### config.mk
export PLATFORM = sky130hd
export DESIGN_NAME = acbc_ram
export DESIGN_NICKNAME = d
export VERILOG_FILES = /design/src/design/acbc_ram.sv
export SDC_FILE = /design/constraint.sdc
export NUM_CORES = 1
export LEC_CHECK = 0
export BUFFER_PORTS_ARGS = -buffer_cell sky130_fd_sc_hd__buf_2
export CAP_MARGIN = 20
export CORE_MARGIN = 5
export CORE_UTILIZATION = 40
export CTS_CLUSTER_SIZE = 12
export DETAILED_ROUTE_END_ITERATION = 12
export GPL_TIMING_DRIVEN = 0
export SYNTH_ARGS = -nofsm -noshare
export SYNTH_HDL_FRONTEND = slang
export SYNTH_SLANG_ARGS = --single-unit
### constraint.sdc
create_clock -name clk -period 21.3 [get_ports clk]
set_input_delay 4.26 -clock clk [delete_from_list [all_inputs] [get_ports clk]]
set_output_delay 4.26 -clock clk [all_outputs]
set_load 0.01 [all_outputs]
### src/design/acbc_ram.sv
module acbc_ram #(
	parameter int Width = 128,
	parameter int Depth = 11
) (
	input  logic                     clk,
	input  logic                     we,
	input  logic [$clog2(Depth)-1:0] waddr,
	input  logic [Width-1:0]         wdata,
	input  logic                     re,
	input  logic [$clog2(Depth)-1:0] raddr,
	output logic [Width-1:0]         rdata
);

	logic [Width-1:0] mem [Depth];

	// One write port, one registered read port; read data holds when idle.
	always_ff @(posedge clk) begin
		if (we) mem[waddr] <= wdata;
		if (re) rdata <= mem[raddr];
	end

endmodule

==> flow_summary.toml <==
[pwr]
powerDensity_mw_per_mm2 = 92.6
finalPower_mw = 6.38
ir_drop_v = 0.0000599
power.leakage_nw = 23.0

[sta]
hold_slack_ns = 0.640
min_period_over_period = 0.300
tightest_slew_ns = 1.05
fin_worst_skew_ns = 0.0199
fin_crit_ns = 6.40
rsz0062_at_grt = "false"
setup_viol = 0
maxSlewViolCount = 0
hold_violations = 0
slew_headroom = 0.299
max_freq_mhz = 156

[setup_path]
crit_fanout = 9
r2r_end = "rdata[80]"
reg2regPathDepth = 3
cp-start-kind = "primary input"
cp_top_family = "buffers and inverters"
cp_num_buf_inv = 8
worstSetupPathType = "primary input to flip-flop"
cpMostUsedCell = "buf_6"
end_kind = "flip-flop"
crit_arrival_ns = 6.86
cp_slowest_cell = "nor3_2"
cp_cell_sequence = "buf_2 -> or3b_2 -> nor3_2 -> buf_8 -> buf_6 -> buf_6 -> buf_6 -> buf_6 -> buf_6 -> buf_6"
cpPeakStageDelay_ns = 0.64
r2r-start = "mem[7][80]"
cp_data_required_time_ns = 21.76
r2r_setup_slack_ns = 19.64

[route]
vias = 30500
post-route-drc-count = 0
routed_wl_mm = 151
routed_via_density = 5.44
ant_nets = 0
drt_iter0_markers = 2742
avgRoutedWirePerCell_um = 27.0
firstDrtPassIters = 5

[global_routing]
groute.usage.overall = 0.194
grt_pass1_vias = 30600
grt_max_degree = 87
grt_overflow = 0
antenna_found_initial = 50
grt_pass1_wl_mm = 216

[cts]
cts_tree = "yes"
cts.repair.resized = 0
cts_root_buf = "clkbuf_16"
clock-sinks = 1536
clk_pin_slew_worst_paths_ns = 0.06
htreeDepth = 4
clockBufferDepth = 3
hold_buffers = 0
cts_buffers = 160
worstSkewPairLatency_ns = 0.77
post-cts-setup-buffers = 0

[outcome]
status = "finished, final reports clean"

[place]
place.gp.congestion = 0.741
dp_hpwl_mm = 99.0
io_buffers = 263
place_area_mm2 = 0.0641

[synth]
ys_types = 19
synth_top_family_by_area = "multiplexers"
synth_edf_count = 1536
synth_compound_area_frac = 0.0654
yosys_warnings = 0
synth_commonest_cells = "edfxtp_1, mux2_2, mux2i_1, nand2b_1"
synth_top_area_frac = 0.785
synthSimpleGateAreaFrac = 0.0154
yosys.area.top_type = "edfxtp_1"
synth_fa_ha_area_frac = 0
netlist_area_mm2 = 0.0587
synthArstFlopShare = 0
synthCells = 3021
ys_seq_elements = 1536
synthXorXnorAreaFrac = 0
synth_nets = 3160
yosysSeqAreaShare = 0.785
synth_most_common_cell = "edfxtp_1"
syn_avg_cell_area_um2 = 19.4
synthMuxAreaShare = 0.117
yosys-top-cells-area = "edfxtp_1, mux2_2, mux2i_1"
ys.flop_type = "edfxtp_1"

[finish]
drive_gt1_frac = 0.283
area_growth_pct = 17.3
stdcell_area_mm2 = 0.0689
ff_latch_area_mm2 = 0.0461
multi_input_area_mm2 = 0.0117
final_util = 0.473
num-fill-cells = 12200
finalNetCount = 3684

[run]
cap_violations = 0

[die]
io_pins = 267
die_area_mm2 = 0.155
dieWidth_um = 393
placement_rows = 140
core_area_mm2 = 0.146
fp.dieH_um = 393
initial_core_util = 0.403

[min_path]
min_path_type = "flip-flop to flip-flop"
hold_end = "rdata[3]"
hold_path_startpoint = "mem[10][3]"
hold_depth = 3
## cell families (layout without fill, tap and decap cells)
family          Yosys count  in the layout
mux                     640            640
compound gates          512            512
flops                  1536           1536
simple gates            149            149
other cells               0             25
buf+inv                 184            817
## where the power goes
group / switching, mW / internal (mW) / total (mW)
logic: 0.234 / 0.132 / 0.366
clock network: 1.11 / 1.48 / 2.59
registers: 0.0204 / 3.41 / 3.43
## registers in the layout, summed over array words and instances (netlist names)
name / flops
mem: 1408
rdata: 128
## worst register-to-register path, delay by kind of cell, from the launching register on
| family | cells | cell delay, ns |
|---|---|---|
| compound gates | 2 | 0.87 |
| flops | 1 | 0.33 |
| mux | 1 | 0.15 |
## worst max-delay path by stage
| stage | start | endpoint | slack, ns | depth (start not counted) |
|---|---|---|---|---|
| 6_report | waddr[3] | mem[0][3] | 14.90 | 10 |
| 2_1_floorplan | waddr[3] | mem[0][0] | 7.11 | 2 |
| 5_1_grt | waddr[3] | mem[0][3] | 14.84 | 10 |
| 3_3_place_gp | waddr[3] | mem[4][6] | -2.46 | 3 |
| 4_1_cts | waddr[3] | mem[0][3] | 14.95 | 10 |
| 3_5_place_dp | waddr[3] | mem[0][5] | 14.12 | 10 |
## through the flow
step           setup TNS, ns  setup slack, ns  std cells
2_1_floorplan              0             7.11       3021
3_3_place_gp         -782.78            -2.46       5201
3_5_place_dp               0            14.12       5300
4_1_cts                    0            14.95       5571
5_1_grt                    0            14.84       5572
6_report                   0            14.90       5596
## area by class of cell
cell class,instances,area share
flip-flops and latches,1536,0.669
multi-input cells,1301,0.170
clock buffers,222,0.0636
repair buffers,362,0.0421
well taps,1917,0.0348
plain buffers,184,0.0143
clock inverters,49,0.00503
diodes,25,0.000908
## cells in the final DEF, fill, tap and decap left out
master / n
diode_2: 25
inv_6: 7
edfxtp_1: 1536
o22ai_1: 128
o31ai_1: 128
o211ai_1: 128
buf_4: 44
nand3b_1: 2
clkbuf_2: 2
nor2_1: 1
bufinv_16: 4
nand2b_1: 131
mux2i_1: 256
clkinv_1: 26
clkinv_2: 9
nor2_4: 8
buf_16: 5
or3b_2: 1
clkinvlp_4: 3
buf_6: 57
nor2b_1: 1
buf_2: 290
clkbuf_1: 146
buf_12: 41
mux2_2: 384
a22o_1: 128
buf_8: 8
nand2_1: 2
clkbuf_16: 167
buf_1: 8
nor3_2: 3
## per-layer routing
layer  GRT usage  routed length (µm)  vias to the layer above
met1       0.270               65400                    15800
met4      0.0541                3510                       24
met3      0.0506               11900                      251
li1            -                   -                    13400
met2       0.303               70000                     1007
met5     0.00351                 199                        -
Power figures use the tool's default switching activity.
